**src/design/dual_current_two_stage_averager_unit_assert.svh**
```systemverilog
// ----------------------------------------------------------------------------
// dual current averager assertion macros
// concurrent checks that compile away when SYNTH is defined
// ----------------------------------------------------------------------------
`ifndef DUAL_CURRENT_TWO_STAGE_AVERAGER_UNIT_ASSERT_SVH
`define DUAL_CURRENT_TWO_STAGE_AVERAGER_UNIT_ASSERT_SVH

`ifndef SYNTH
`define DCAVG_ASSERT(name, clk, rst, prop) \
  name: assert property (@(posedge clk) disable iff (rst) prop) \
    else $error("dcavg assertion failed");
`define DCAVG_ASSERT_NEXT(name, clk, rst, ante, cons) \
  name: assert property (@(posedge clk) disable iff (rst) (ante) |=> (cons)) \
    else $error("dcavg assertion failed");
`else
`define DCAVG_ASSERT(name, clk, rst, prop)
`define DCAVG_ASSERT_NEXT(name, clk, rst, ante, cons)
`endif

`endif

```
**src/design/dcavg_pkg.sv**
```systemverilog
// ----------------------------------------------------------------------------
// dcavg_pkg
// shared types and sizing for the dual current averager
// ----------------------------------------------------------------------------
package dcavg_pkg;

  localparam int BLOCK_SAMPLES = 8;
  localparam int RING_BLOCKS   = 8;

  localparam int SAMPLE_W = 10;
  localparam int GAIN_W   = 24;
  localparam int OFFSET_W = 16;
  localparam int CURR_W   = 16;
  localparam int CFG_W    = 24;

  localparam int CNT_W   = (BLOCK_SAMPLES > 1) ? $clog2(BLOCK_SAMPLES) : 1;
  localparam int PTR_W   = (RING_BLOCKS > 1) ? $clog2(RING_BLOCKS) : 1;
  localparam int BSUM_W  = SAMPLE_W + $clog2(BLOCK_SAMPLES);
  localparam int TOTAL_W = BSUM_W + $clog2(RING_BLOCKS);

  localparam int QUEUE_DEPTH = 4;
  localparam int QPTR_W      = $clog2(QUEUE_DEPTH);
  localparam int QCNT_W      = QPTR_W + 1;

  localparam logic [GAIN_W-1:0]   GAIN_RESET   = GAIN_W'(5005);
  localparam logic [OFFSET_W-1:0] OFFSET_RESET = OFFSET_W'(2500);

  // register indexes of the config port
  localparam logic REG_GAIN   = 1'b0;
  localparam logic REG_OFFSET = 1'b1;

  typedef struct packed {
    logic [SAMPLE_W-1:0] right_sample;
    logic [SAMPLE_W-1:0] left_sample;
  } in_t;

  typedef struct packed {
    logic signed [CURR_W-1:0] current_right_ma;
    logic signed [CURR_W-1:0] current_left_ma;
    logic                     ring_updated;
  } out_t;

  // totals handed from the accumulator to the scaler
  typedef struct packed {
    logic [TOTAL_W-1:0] total_right;
    logic [TOTAL_W-1:0] total_left;
    logic               updated;
  } mid_t;

endpackage

```
**src/design/dcavg_front.sv**
```systemverilog
// ----------------------------------------------------------------------------
// dcavg_front
// block sums, ring of block sums and running totals per channel
// ----------------------------------------------------------------------------
`include "dual_current_two_stage_averager_unit_assert.svh"

module dcavg_front
  import dcavg_pkg::*;
(
  input  logic clk,
  input  logic rst,
  input  logic push,
  output logic full,
  input  in_t  samples,
  output logic q_push,
  output mid_t q_item,
  input  logic q_full
);

  logic [BSUM_W-1:0]  block_sum_right;
  logic [BSUM_W-1:0]  block_sum_left;
  logic [CNT_W-1:0]   sample_count;
  logic [BSUM_W-1:0]  ring_right [RING_BLOCKS];
  logic [BSUM_W-1:0]  ring_left  [RING_BLOCKS];
  logic [PTR_W-1:0]   ring_pointer;
  logic [TOTAL_W-1:0] total_right;
  logic [TOTAL_W-1:0] total_left;

  logic               accept;
  logic               block_done;
  logic [BSUM_W-1:0]  sum_right_next;
  logic [BSUM_W-1:0]  sum_left_next;
  logic [TOTAL_W-1:0] total_right_next;
  logic [TOTAL_W-1:0] total_left_next;

  assign full       = q_full;
  assign accept     = push && !q_full;
  assign block_done = (sample_count == CNT_W'(BLOCK_SAMPLES - 1));

  assign sum_right_next = block_sum_right + BSUM_W'(samples.right_sample);
  assign sum_left_next  = block_sum_left + BSUM_W'(samples.left_sample);

  // new block sum in, oldest slot out
  assign total_right_next = total_right - TOTAL_W'(ring_right[ring_pointer])
                            + TOTAL_W'(sum_right_next);
  assign total_left_next  = total_left - TOTAL_W'(ring_left[ring_pointer])
                            + TOTAL_W'(sum_left_next);

  always_ff @(posedge clk) begin
    if (rst) begin
      block_sum_right <= '0;
      block_sum_left  <= '0;
      sample_count    <= '0;
      ring_pointer    <= '0;
      total_right     <= '0;
      total_left      <= '0;
      for (int i = 0; i < RING_BLOCKS; i++) begin
        ring_right[i] <= '0;
        ring_left[i]  <= '0;
      end
    end else if (accept) begin
      if (block_done) begin
        block_sum_right          <= '0;
        block_sum_left           <= '0;
        sample_count             <= '0;
        total_right              <= total_right_next;
        total_left               <= total_left_next;
        ring_right[ring_pointer] <= sum_right_next;
        ring_left[ring_pointer]  <= sum_left_next;
        if (ring_pointer == PTR_W'(RING_BLOCKS - 1)) begin
          ring_pointer <= '0;
        end else begin
          ring_pointer <= ring_pointer + 1'b1;
        end
      end else begin
        block_sum_right <= sum_right_next;
        block_sum_left  <= sum_left_next;
        sample_count    <= sample_count + 1'b1;
      end
    end
  end

  always_comb begin
    q_push = accept;
    if (block_done) begin
      q_item.total_right = total_right_next;
      q_item.total_left  = total_left_next;
      q_item.updated     = 1'b1;
    end else begin
      q_item.total_right = total_right;
      q_item.total_left  = total_left;
      q_item.updated     = 1'b0;
    end
  end

  `DCAVG_ASSERT(a_ptr_range, clk, rst, ring_pointer <= PTR_W'(RING_BLOCKS - 1))
  `DCAVG_ASSERT(a_cnt_range, clk, rst, sample_count <= CNT_W'(BLOCK_SAMPLES - 1))
  `DCAVG_ASSERT_NEXT(a_block_clear, clk, rst, accept && block_done, sample_count == '0)
  `DCAVG_ASSERT_NEXT(a_hold_stalled, clk, rst, !accept, $stable(total_right))

endmodule

```
**src/design/dcavg_queue.sv**
```systemverilog
// ----------------------------------------------------------------------------
// dcavg_queue
// short queue of running totals between accumulator and scaler
// ----------------------------------------------------------------------------
module dcavg_queue
  import dcavg_pkg::*;
(
  input  logic clk,
  input  logic rst,
  input  logic push,
  input  mid_t item_in,
  output logic full,
  input  logic pop,
  output mid_t item_out,
  output logic empty
);

  mid_t              slots [QUEUE_DEPTH];
  logic [QPTR_W-1:0] wr_ptr;
  logic [QPTR_W-1:0] rd_ptr;
  logic [QCNT_W-1:0] count;
  logic              do_push;
  logic              do_pop;

  assign full     = (count == QCNT_W'(QUEUE_DEPTH));
  assign empty    = (count == '0);
  assign do_push  = push && !full;
  assign do_pop   = pop && !empty;
  assign item_out = slots[rd_ptr];

  always_ff @(posedge clk) begin
    if (do_push) begin
      slots[wr_ptr] <= item_in;
    end
  end

  always_ff @(posedge clk) begin
    if (rst) begin
      wr_ptr <= '0;
      rd_ptr <= '0;
      count  <= '0;
    end else begin
      if (do_push) begin
        wr_ptr <= wr_ptr + 1'b1;
      end
      if (do_pop) begin
        rd_ptr <= rd_ptr + 1'b1;
      end
      unique case ({do_push, do_pop})
        2'b10:   count <= count + 1'b1;
        2'b01:   count <= count - 1'b1;
        default: count <= count;
      endcase
    end
  end

endmodule

```
**src/design/dcavg_back.sv**
```systemverilog
// ----------------------------------------------------------------------------
// dcavg_back
// scales totals to mA: multiply stage, then shift, offset and saturate
// ----------------------------------------------------------------------------
`include "dual_current_two_stage_averager_unit_assert.svh"

module dcavg_back
  import dcavg_pkg::*;
(
  input  logic                clk,
  input  logic                rst,
  input  logic                q_empty,
  output logic                q_pop,
  input  mid_t                q_item,
  input  logic [GAIN_W-1:0]   gain_q16,
  input  logic [OFFSET_W-1:0] offset_ma,
  input  logic                pop,
  output logic                empty,
  output out_t                result
);

  localparam int PROD_W = TOTAL_W + GAIN_W;
  localparam int SCL_W  = PROD_W - 16;
  localparam int DIFF_W = SCL_W + 1;

  logic              s1_valid;
  logic              s1_updated;
  logic [PROD_W-1:0] s1_prod_right;
  logic [PROD_W-1:0] s1_prod_left;

  out_t              slots [QUEUE_DEPTH];
  logic [QPTR_W-1:0] wr_ptr;
  logic [QPTR_W-1:0] rd_ptr;
  logic [QCNT_W-1:0] count;
  logic              do_pop;
  logic [QCNT_W:0]   booked;
  out_t              scaled;

  function automatic logic signed [CURR_W-1:0] to_ma(logic [PROD_W-1:0] prod,
                                                     logic [OFFSET_W-1:0] offs);
    logic signed [DIFF_W-1:0]  diff;
    logic [DIFF_W-CURR_W:0]    hi;
    logic signed [CURR_W-1:0]  res;
    diff = $signed({1'b0, prod[PROD_W-1:16]}) - $signed(DIFF_W'(offs));
    hi   = diff[DIFF_W-1:CURR_W-1];
    if (hi == '0 || hi == '1) begin
      res = diff[CURR_W-1:0];
    end else if (diff[DIFF_W-1]) begin
      res = {1'b1, {(CURR_W-1){1'b0}}};
    end else begin
      res = {1'b0, {(CURR_W-1){1'b1}}};
    end
    return res;
  endfunction

  // take a total only when the result queue has room for everything in flight
  assign booked = (QCNT_W+1)'(count) + (QCNT_W+1)'(s1_valid);
  assign q_pop  = !q_empty && (booked < (QCNT_W+1)'(QUEUE_DEPTH));

  always_ff @(posedge clk) begin
    if (q_pop) begin
      s1_prod_right <= PROD_W'(q_item.total_right) * PROD_W'(gain_q16);
      s1_prod_left  <= PROD_W'(q_item.total_left) * PROD_W'(gain_q16);
      s1_updated    <= q_item.updated;
    end
  end

  always_comb begin
    scaled.current_right_ma = to_ma(s1_prod_right, offset_ma);
    scaled.current_left_ma  = to_ma(s1_prod_left, offset_ma);
    scaled.ring_updated     = s1_updated;
  end

  assign empty  = (count == '0);
  assign do_pop = pop && !empty;
  assign result = slots[rd_ptr];

  always_ff @(posedge clk) begin
    if (s1_valid) begin
      slots[wr_ptr] <= scaled;
    end
  end

  always_ff @(posedge clk) begin
    if (rst) begin
      s1_valid <= 1'b0;
      wr_ptr   <= '0;
      rd_ptr   <= '0;
      count    <= '0;
    end else begin
      s1_valid <= q_pop;
      if (s1_valid) begin
        wr_ptr <= wr_ptr + 1'b1;
      end
      if (do_pop) begin
        rd_ptr <= rd_ptr + 1'b1;
      end
      unique case ({s1_valid, do_pop})
        2'b10:   count <= count + 1'b1;
        2'b01:   count <= count - 1'b1;
        default: count <= count;
      endcase
    end
  end

  `DCAVG_ASSERT(a_no_overflow, clk, rst, !(s1_valid && count == QCNT_W'(QUEUE_DEPTH)))
  `DCAVG_ASSERT(a_count_range, clk, rst, count <= QCNT_W'(QUEUE_DEPTH))
  `DCAVG_ASSERT_NEXT(a_issue_lands, clk, rst, q_pop, s1_valid)

endmodule

```
**src/design/dual_current_two_stage_averager_unit.sv**
```systemverilog
// a result goes through the total queue, the multiply register and the result queue
// throughput: one pair per cycle unless full, one result per cycle while pop is held
// full rises only when the total queue backs up behind a stalled result side
// reset (synchronous, rst high) clears block sums, rings, totals and both queues
// reset loads gain_q16 = 5005 and offset_ma = 2500
// ----------------------------------------------------------------------------
// dual_current_two_stage_averager_unit
// two-stage moving average of two motor current channels, scaled to mA
// ----------------------------------------------------------------------------
module dual_current_two_stage_averager_unit
  import dcavg_pkg::*;
(
  input  logic             clk,
  input  logic             rst,
  input  logic             push,
  output logic             full,
  input  in_t              samples,
  output logic             empty,
  input  logic             pop,
  output out_t             result,
  input  logic             cfg_we,
  input  logic             cfg_index,
  input  logic [CFG_W-1:0] cfg_data
);

  logic [GAIN_W-1:0]   gain_q16;
  logic [OFFSET_W-1:0] offset_ma;

  logic f_push;
  mid_t f_item;
  logic q_full;
  logic q_empty;
  logic q_pop;
  mid_t q_item;

  always_ff @(posedge clk) begin
    if (rst) begin
      gain_q16  <= GAIN_RESET;
      offset_ma <= OFFSET_RESET;
    end else if (cfg_we) begin
      unique case (cfg_index)
        REG_GAIN:   gain_q16  <= cfg_data[GAIN_W-1:0];
        REG_OFFSET: offset_ma <= cfg_data[OFFSET_W-1:0];
        default:    gain_q16  <= gain_q16;
      endcase
    end
  end

  dcavg_front u_front (
    .clk     (clk),
    .rst     (rst),
    .push    (push),
    .full    (full),
    .samples (samples),
    .q_push  (f_push),
    .q_item  (f_item),
    .q_full  (q_full)
  );

  dcavg_queue u_queue (
    .clk      (clk),
    .rst      (rst),
    .push     (f_push),
    .item_in  (f_item),
    .full     (q_full),
    .pop      (q_pop),
    .item_out (q_item),
    .empty    (q_empty)
  );

  dcavg_back u_back (
    .clk       (clk),
    .rst       (rst),
    .q_empty   (q_empty),
    .q_pop     (q_pop),
    .q_item    (q_item),
    .gain_q16  (gain_q16),
    .offset_ma (offset_ma),
    .pop       (pop),
    .empty     (empty),
    .result    (result)
  );

endmodule
```
**config.mk**
```make
export PLATFORM = sky130hd
export DESIGN_NAME = dual_current_two_stage_averager_unit
export DESIGN_NICKNAME = d
export VERILOG_FILES = /design/src/design/dcavg_pkg.sv /design/src/design/dcavg_front.sv /design/src/design/dcavg_queue.sv /design/src/design/dcavg_back.sv /design/src/design/dual_current_two_stage_averager_unit.sv
export VERILOG_INCLUDE_DIRS = /design/src /design/src/design
export SDC_FILE = /design/constraint.sdc
export NUM_CORES = 2
export LEC_CHECK = 0
export ABC_AREA = 1
export BUFFER_PORTS_ARGS = -buffer_cell sky130_fd_sc_hd__buf_2
export CORE_ASPECT_RATIO = 0.5
export CORE_MARGIN = 2
export CORE_UTILIZATION = 45
export CTS_CLUSTER_DIAMETER = 100
export DETAILED_ROUTE_END_ITERATION = 10
export PLACE_DENSITY = 0.63
export REMOVE_ABC_BUFFERS = 1
export SLEW_MARGIN = 0
export SYNTH_ARGS = -nofsm -noshare
export SYNTH_HDL_FRONTEND = slang
export SYNTH_SLANG_ARGS = --single-unit
```
**constraint.sdc**
```tcl
create_clock -name clk -period 8.55 [get_ports clk]
set_input_delay 0.4275 -clock clk [delete_from_list [all_inputs] [get_ports clk]]
set_output_delay 0.4275 -clock clk [all_outputs]
set_load 0.005 [all_outputs]
```
==> impl_metrics.prom <==
# TYPE chip_impl_metric gauge
chip_impl_info{name="run_status",value="completed"} 1
chip_impl_metric{name="cts-root-to-sink-buffers",unit=""} 3
chip_impl_metric{name="number_of_enable_type_register_cells_in_the_synthesized_netlist",unit=""} 521
chip_impl_metric{name="vias",unit=""} 43200
chip_impl_metric{name="globalRouteTotalUtil",unit="%"} 25.52
chip_impl_metric{name="max_capacitance_violation_count",unit=""} 0
chip_impl_metric{name="max_slew_margin",unit="%"} 21.11
chip_impl_info{name="most_numerous_cell_types_in_the_synthesized_netlist",value="1,329 x nand2_1, 1,106 x inv_1, 905 x nor2_1"} 1
chip_impl_metric{name="htree_num_levels",unit=""} 2
chip_impl_metric{name="dr.first_iter.drc_count",unit=""} 3690
chip_impl_metric{name="timing.hold.ws",unit="ns"} 0.04808
chip_impl_metric{name="drt_drc_violations_left",unit=""} 0
chip_impl_metric{name="setup_tns",unit="ns"} 0
chip_impl_metric{name="postRouteWirelength",unit="um"} 161000
chip_impl_metric{name="finalMaxSlewViolations",unit=""} 0
chip_impl_metric{name="fill_cells",unit=""} 11780
chip_impl_metric{name="drive_above_1_share",unit="%"} 5.287
chip_impl_info{name="setup_repair_after_global_routing_missed_its_margin",value="no"} 1
chip_impl_info{name="cp-end-kind",value="flip-flop"} 1
chip_impl_metric{name="timing_hold_violations_final",unit=""} 0
chip_impl_metric{name="first_pass_iters",unit=""} 6
chip_impl_metric{name="synth_fa_ha_area_share",unit="%"} 30.13
chip_impl_metric{name="finish.net_count",unit=""} 7425
chip_impl_info{name="worstHoldStart",value="cfg_data[20]"} 1
chip_impl_info{name="crit_path_start_kind",value="flip-flop"} 1
chip_impl_metric{name="timing.final.setup_violations",unit=""} 0
chip_impl_metric{name="crit_path_max_fanout",unit=""} 28
chip_impl_metric{name="fraction_of_synthesized_cell_area_in_xor_and_xnor_cells",unit="%"} 1.602
chip_impl_metric{name="initial_utilization",unit="%"} 45.32
chip_impl_metric{name="drtAntennaViolNets",unit=""} 0
chip_impl_metric{name="clock_latency",unit="ns"} 0.70
chip_impl_metric{name="gpl.final_weighted_congestion",unit=""} 0.9488
chip_impl_info{name="synth_area_leaders",value="edfxtp_1 28%, fa_1 23%, nand2_1 8.9%"} 1
chip_impl_metric{name="ys_seq_elements",unit=""} 647
chip_impl_metric{name="syn_avg_cell_area",unit="um^2"} 8.658
chip_impl_metric{name="post-route-period-util",unit="%"} 89.17
chip_impl_metric{name="synth-async-reset-ratio",unit="%"} 0
chip_impl_metric{name="tritoncts_num_sinks",unit=""} 647
chip_impl_metric{name="synth_simple_gate_area_share",unit="%"} 18.31
chip_impl_metric{name="syn_inst",unit=""} 6442
chip_impl_metric{name="min_period",unit="ns"} 7.624
chip_impl_metric{name="layout-area-overhead-vs-synth",unit="%"} 7.542
chip_impl_metric{name="clk_transition_reported_paths",unit="ns"} 0.07
chip_impl_info{name="synth_top_family_by_area",value="adder cells"} 1
chip_impl_metric{name="synthesis.area",unit="um^2"} 55770
chip_impl_metric{name="die_w",unit="um"} 501.9
chip_impl_metric{name="timing_worst_slew_pin_value",unit="ns"} 1.182
chip_impl_metric{name="multiplexer_area_fraction_after_synthesis",unit="%"} 0
chip_impl_metric{name="ys_warn_count",unit=""} 0
chip_impl_metric{name="max_fclk",unit="MHz"} 131.2
chip_impl_metric{name="post_synth_num_cell_types",unit=""} 48
chip_impl_metric{name="placedCellCount",unit=""} 8023
chip_impl_info{name="worst-setup-path-type",value="reg2reg"} 1
chip_impl_metric{name="cts_made_buffers",unit=""} 60
chip_impl_metric{name="die_area",unit="um^2"} 126900
chip_impl_metric{name="global_route.overflow_total",unit=""} 0
chip_impl_metric{name="grt_pass1_vias",unit=""} 42980
chip_impl_metric{name="worst-endpoint-arrival",unit="ns"} 8.03
chip_impl_metric{name="timing.critical_path.required",unit="ns"} 8.96
chip_impl_metric{name="synth_sequential_area_ratio",unit="%"} 32.57
chip_impl_metric{name="antenna_violations_before_repair",unit=""} 4
chip_impl_info{name="post-synth-top-area-cell",value="edfxtp_1"} 1
chip_impl_metric{name="number_of_port_buffers",unit=""} 84
chip_impl_metric{name="finalClockSkew",unit="ns"} 0.06506
chip_impl_metric{name="detailedPlacementHpwl",unit="um"} 118200
chip_impl_info{name="synthMostInstantiatedCell",value="nand2_1"} 1
chip_impl_metric{name="die_height",unit="um"} 252.9
chip_impl_metric{name="vias_per_cell",unit=""} 5.304
chip_impl_metric{name="synth_top_area_share",unit="%"} 28.05
chip_impl_metric{name="synth-compound-area-share",unit="%"} 7.912
chip_impl_metric{name="layoutNonFillerInstCount",unit=""} 8144
chip_impl_metric{name="core.rowCount",unit=""} 91
chip_impl_metric{name="core_area",unit="um^2"} 123100
chip_impl_info{name="worst_hold_path_type",value="in2reg"} 1
chip_impl_metric{name="grt_max_degree",unit=""} 73
chip_impl_metric{name="ioPinCount",unit=""} 85
chip_impl_info{name="tritoncts",value="built"} 1
chip_impl_metric{name="avgRoutedWirePerCell",unit="um"} 19.77
chip_impl_metric{name="grt_first_pass_wirelength",unit="um"} 248600
chip_impl_info{name="dominantRegCellSynth",value="edfxtp_1"} 1
chip_impl_info{name="clk_root_buffer_cell",value="clkbuf_16"} 1
[layer usage]
metal | track usage (%) | vias up | share of wire, %
met3 | 7.648 | 293 | 10
met2 | 40.19 | 1661 | 44
li1 | - | 20200 | -
met1 | 34.40 | 21040 | 43
met4 | 6.517 | 6 | 2.7
met5 | 0 | - | 0.025
[worst max-delay path: stages, from the launching register on]
cell,delay (ns)
dfxtp_2,0.32
inv_2,0.37
buf_4,0.34
nand2_1,0.08
nand3_1,0.07
nand2_1,0.37
inv_1,0.62
nand2_1,0.16
fa_1,0.54
inv_1,0.07
fa_1,0.54
inv_1,0.05
fa_1,0.49
inv_1,0.05
fa_1,0.45
fa_1,0.51
inv_1,0.05
fa_1,0.47
inv_1,0.05
ha_1,0.35
a21oi_1,0.22
o21ai_0,0.15
a21oi_1,0.26
o21ai_0,0.12
a21oi_1,0.23
o211ai_1,0.18
xor2_1,0.18
[what timing repair did]
| action | CTS | global route |
|---|---|---|
| endpoints found under the hold margin | 6 | 0 |
| setup buffers | 0 | 0 |
| hold buffers | 6 | 0 |
| resized for setup | 0 | 0 |
| endpoints found under the setup margin | 0 | 0 |
[cell type report]
type | count | area (um^2) | area share (%)
Tap cell | 1674 | 2095 | 3.492
Inverter | 1126 | 4228 | 7.049
Sequential cell | 647 | 18180 | 30.30
Timing Repair Buffer | 172 | 1096 | 1.827
Antenna cell | 1 | 2.502 | 0.004172
Clock buffer | 73 | 1560 | 2.601
Clock inverter | 41 | 459.2 | 0.7656
Multi-Input combinational cell | 4410 | 32360 | 53.96
[sequential cells by signal (all words and copies together), names as in the netlist, 2 cells and up, named ones only]
register,flops
u_back.rd_ptr,2
u_front.ring_pointer,3
u_front.total_right,16
u_front.sample_count,3
offset_ma,16
u_front.total_left,16
u_queue.slots,132
u_back.wr_ptr,2
u_queue.wr_ptr,2
u_front.block_sum_left,13
u_back.slots,132
u_front.ring_left,104
u_back.s1_prod_left,24
u_front.ring_right,104
u_back.count,3
u_queue.rd_ptr,2
u_back.s1_prod_right,24
gain_q16,24
u_front.block_sum_right,13
u_queue.count,3
[metrics by stage]
step | utilization (%) | cell area, um^2 | worst slack (ns)
after floorplan | - | 54720 | 1.149
after global placement | 47.04 | 57900 | 1.094
after detailed placement | 47.04 | 57900 | 1.091
after CTS | 48.73 | 59980 | 1.024
after global routing | 48.73 | 59980 | 0.6297
final | 48.73 | 59980 | 0.9257
[path summary, 6_finish.rpt]
| check | end | slack [ns] | depth (start not counted) |
|---|---|---|---|
| setup / recovery | u_back.s1_prod_left[36] | 0.93 | 26 |
| hold / removal | gain_q16[20] | 0.05 | 3 |
| setup reg to reg | u_back.s1_prod_left[36] | 0.93 | 26 |
| hold reg to reg | u_front.block_sum_right[4] | 0.47 | 2 |
[cell families (layout without fill, tap and decap cells)]
| group | count (synthesis) | in the layout |
|---|---|---|
| xor gates and xnor gates | 102 | 102 |
| buffers and inverters | 1385 | 1412 |
| adders and majority gates | 958 | 958 |
| and+or+nand+nor | 2558 | 2558 |
| AOI/OAI and AO/OA | 792 | 792 |
| DFF | 647 | 647 |
| other | 0 | 1 |
[cell usage in the layout (no fill, tap or decap), types with 14 or more instances in the layout]
cell,count
edfxtp_1,521
nand2_1,1329
dfxtp_1,119
clkbuf_16,60
xnor2_1,33
nor2_2,14
buf_4,82
nand2_2,17
nand3_1,184
o22ai_1,62
a31oi_1,35
a21oi_1,232
ha_1,316
o21ai_0,341
inv_1,1104
fa_1,642
nor2_1,900
nor3_1,35
o221ai_1,24
clkinv_1,18
buf_2,84
o211ai_1,33
nand4_1,38
a21o_1,17
xor2_1,69
Power is left out: the tool's default activity adds up to more than one toggle a clock period on the data nets, which glitch-free logic cannot reach.
